`config.mk`:
```
export PLATFORM = sky130hd
export DESIGN_NAME = asrp_csr
export DESIGN_NICKNAME = d
export VERILOG_FILES = /design/src/sv/asrp_pkg.sv /design/src/sv/asrp_csr.sv
export SDC_FILE = /design/constraint.sdc
export NUM_CORES = 1
export LEC_CHECK = 0
export BUFFER_PORTS_ARGS = -buffer_cell sky130_fd_sc_hd__buf_2
export CORE_UTILIZATION = 44
export DETAILED_ROUTE_END_ITERATION = 8
export PLACE_DENSITY = 0.84
export SLEW_MARGIN = 20
export SYNTH_ARGS = -nofsm -noshare
export SYNTH_HDL_FRONTEND = slang
export SYNTH_SLANG_ARGS = --single-unit
```
`constraint.sdc`:
```
create_clock -name clock -period 3 [get_ports clock]
set_clock_uncertainty 0.05 [all_clocks]
set_input_delay 0.6 -clock clock [delete_from_list [all_inputs] [get_ports clock]]
set_output_delay 0.6 -clock clock [all_outputs]
set_load 0.005 [all_outputs]
```
`src/sv/asrp_pkg.sv`:
```
// shared types, constants and register indexes of the audio sample ring player
package asrp_pkg;

   // ring store geometry
   localparam int STORE_DEPTH = 4096;
   localparam int PTR_WIDTH   = $clog2(STORE_DEPTH);
   localparam int OCC_WIDTH   = $clog2(STORE_DEPTH + 1);

   // field widths
   localparam int SAMPLE_WIDTH = 16;
   localparam int FILL_WIDTH   = 13;
   localparam int COUNT_WIDTH  = 32;

   // sample arithmetic
   localparam logic signed [16:0] SAMPLE_OFFSET = 17'sd32767;
   localparam logic [15:0]        MID_SCALE     = 16'd32767;

   // operation codes
   localparam logic [1:0] OP_START = 2'd0;
   localparam logic [1:0] OP_WORD  = 2'd1;
   localparam logic [1:0] OP_TICK  = 2'd2;

   // configuration port
   localparam int CSR_ADDR_WIDTH = 4;
   localparam int CSR_DATA_WIDTH = 32;
   localparam logic [1:0] CSR_HALVE_RATE    = 2'd0;
   localparam logic [1:0] CSR_STEREO_SOURCE = 2'd1;
   localparam logic [1:0] CSR_SAMPLE_COUNT  = 2'd2;

   typedef struct packed {
      logic [1:0]               op;
      logic signed [15:0]       source_word;
   } req_type;

   typedef struct packed {
      logic [SAMPLE_WIDTH-1:0]  dac_value;
      logic                     dac_valid;
      logic                     word_dropped;
      logic                     underrun;
      logic                     stream_done;
      logic [FILL_WIDTH-1:0]    fill_level;
   } rsp_type;

   typedef struct packed {
      logic                     halve_rate;
      logic                     stereo_source;
      logic [COUNT_WIDTH-1:0]   sample_count;
   } cfg_type;

endpackage

```
`src/sv/asrp_csr.sv`:
```
// configuration registers behind the apb-style port
module asrp_csr (
   input  logic                                  clock,
   input  logic                                  reset,
   input  logic                                  csr_psel,
   input  logic                                  csr_penable,
   input  logic                                  csr_pwrite,
   input  logic [asrp_pkg::CSR_ADDR_WIDTH-1:0]   csr_paddr,
   input  logic [asrp_pkg::CSR_DATA_WIDTH-1:0]   csr_pwdata,
   output logic [asrp_pkg::CSR_DATA_WIDTH-1:0]   csr_prdata,
   output logic                                  csr_pready,
   output asrp_pkg::cfg_type                     cfg
);
   import asrp_pkg::*;

   cfg_type    cfg_ff;
   cfg_type    cfg_in;
   logic [1:0] reg_index;
   logic       wr_fire;

   assign reg_index  = csr_paddr[3:2];
   assign wr_fire    = csr_psel && csr_penable && csr_pwrite;
   assign csr_pready = 1'b1;

   // register write decode
   always_comb begin
      cfg_in = cfg_ff;
      if (wr_fire) begin
         case (reg_index)
            CSR_HALVE_RATE:    cfg_in.halve_rate    = csr_pwdata[0];
            CSR_STEREO_SOURCE: cfg_in.stereo_source = csr_pwdata[0];
            CSR_SAMPLE_COUNT:  cfg_in.sample_count  = csr_pwdata[COUNT_WIDTH-1:0];
            default:           cfg_in = cfg_ff;
         endcase
      end
   end

   always_ff @(posedge clock) begin
      if (reset) begin
         cfg_ff <= '0;
      end else begin
         cfg_ff <= cfg_in;
      end
   end

   // read mux
   always_comb begin
      case (reg_index)
         CSR_HALVE_RATE:    csr_prdata = {{(CSR_DATA_WIDTH-1){1'b0}}, cfg_ff.halve_rate};
         CSR_STEREO_SOURCE: csr_prdata = {{(CSR_DATA_WIDTH-1){1'b0}}, cfg_ff.stereo_source};
         CSR_SAMPLE_COUNT:  csr_prdata = cfg_ff.sample_count;
         default:           csr_prdata = '0;
      endcase
   end

   assign cfg = cfg_ff;

endmodule

```
==> results.cfg <==
[synth]
yosys_warnings = 0
ys_seq_area_share_pct = 37.6
syn-cell-area_sq_um = 1810
synthFlopType = dfxtp_1
synth_edf_count = 0
synthTopCellsByArea = dfxtp_1, nand2b_1, mux2i_1
synth.distinct_cells = 17
netlist_top_cells_count = nand2b_1, mux2i_1, dfxtp_1
synthArstFlopShare_pct = 0
synth_top_area_cell = dfxtp_1
ys_ff_latch = 34
netlist_instances = 189
synth_top_area_share_pct = 37.6
yosysMostFrequentCell = nand2b_1
syn_avg_cell_area_sq_um = 9.59
syn_nets = 230

[critical_path]
cp_top_family = buffers and inverters
crit_path_start = csr_paddr[3]
path_common_cell = buf_2
max_stage_delay_ns = 0.21
cp_cell_sequence = buf_2, nor2b_2, buf_4, and2_1, buf_2
r2r-start = cfg[27]
cp_max_fo = 17
path_buf_inv = 3
startpoint_type = primary input
arrival_ns = 1.36
crit_slowest_cell = buf_4
cp.required_ns = 2.35
crit_path_end_kind = output port
crit_type = in2out

[clock_tree]
cts_hold_buf = 0
tritoncts = built
worstSkewPairLatency_ns = 0.27
cts_buffer_depth = 2
htreeDepth = 2
clk_pin_slew_ns = 0.06
cts.sinks = 34
postCtsSetupBuffers = 0
cts_made_buffers = 5
post_cts_resized = 0
clock-root-buffer = clkbuf_8

[drt]
postRouteAntennaNets = 0
vias_per_cell = 4.60
drt_iter0_markers = 75
vias = 1546
drtPass1Iterations = 4
wl_per_cell_um = 10.9
drc = 0
wirelength_mm = 3.66

[final_layout]
largest_register_ffs = 34
fillerInstances = 359
drive_gt1_share_pct = 39.9
layout.nets = 329
diodes = 0
fin_cells = 336
synthToLayoutAreaGrowth_pct = 31.4

[timing]
min_period_ns = 2.01
fmax_ghz = 0.497
rsz0062_at_grt = no
relSlewSlack_pct = 50.8
worst_slew_pin_slew_ns = 0.738
setup_violations = 0
hold_viol = 0
finalSetupTns_ns = 0
final.period_utilization_pct = 67.1
final_max_slew_viol_count = 0

[placement]
io_buffers = 104
hpwl_mm = 2.66
dp.cells = 329
gp_congestion = 0.719

[power]
irDropWorstVdd_v = 0.000239
p_leak_uw = 0.00115
cellPowerDensity_nw_per_um2 = 357

[global_route]
grt_max_degree = 67
grtUsageTotal_pct = 17.4
grt_pass1_wl_mm = 5.78
antenna_found_initial = 0
grt.overflow.total = 0
grt_pass1_vias = 1351

[floorplan]
die_w_um = 66.2
ioPinCount = 108
fp-row-count = 22
floorplan.initialDensity_pct = 47.7
die-area_sq_um = 4380
die_h_um = 66.2
core_sq_um = 3800

[run]
cap_violations = 0

[hold_path]
hold_class = reg2reg
min_from = cfg[13]

[run_status]
status = complete, no violations
[power by group]
group / switching (uW) / internal [uW]
Combinational: 38.3 / 50.3
Clock: 140 / 159
Sequential: 3.97 / 457
[cell type report]
| cell class | instances | area [sq um] | share of cell area (%) |
|---|---|---|---|
| clock buffer | 7 | 76.3 | 3.21 |
| timing repair buffer | 107 | 543 | 22.8 |
| sequential | 34 | 681 | 28.6 |
| tap | 48 | 60.1 | 2.52 |
| multi-input combinational | 140 | 1020 | 42.8 |
[worst reg2reg max path, stage by stage, from the launching register on]
cell	delay [ns]
dfxtp_1	0.36
nand2b_1	0.06
mux2i_1	0.14
[per-layer routing]
layer  wire length (um)  global-route usage [%]
met1               1600                    18.5
met2               1810                    32.9
met3                207                    3.97
met4                 41                    6.38
met5                  0                       0
[metrics by stage]
| stage | area, sq um | power [uW] | setup slack [ns] | utilization (%) | hold slack, ns |
|---|---|---|---|---|---|
| 6_report | 2380 | 849 | 0.988 | 62.6 | 0.432 |
| 5_1_grt | 2380 | 897 | 0.903 | 62.6 | 0.446 |
| 4_1_cts | 2380 | 860 | 0.972 | 62.6 | 0.436 |
| 3_5_place_dp | 2300 | 561 | 0.979 | 60.6 | 0.425 |
| 3_3_place_gp | 2300 | 559 | 1.00 | 60.6 | 0.416 |
| 2_1_floorplan | 1810 | 523 | 1.22 | - | 0.423 |
[final timing paths]
kind / endpoint / slack, ns / cells past startpoint
worst max-delay path: csr_prdata[3] / 0.99 / 5
worst min-delay path: cfg[13] / 0.43 / 2
worst max register to register: cfg[27] / 2.32 / 2
worst min register to register: cfg[13] / 0.43 / 2
[placed cells by master (no fill, tap or decap), types with 2 or more instances in the layout]
master / Yosys / routed
mux2i_1: 35 / 35
buf_4: 1 / 3
nand2b_1: 66 / 66
clkbuf_1: 9 / 2
clkbuf_8: 0 / 5
and2_1: 31 / 31
buf_2: 1 / 104
dfxtp_1: 34 / 34
[cell families after synthesis]
group | after synthesis | share of synthesized area (%)
AO/OA/AOI/OAI | 1 | 0.276
multiplexers | 35 | 19.3
buffers and inverters | 15 | 6.49
flip-flops | 34 | 37.6
other | 1 | 0.207
AND/OR/NAND/NOR | 103 | 36.1
No activity file was read; power rests on OpenSTA's default activity.
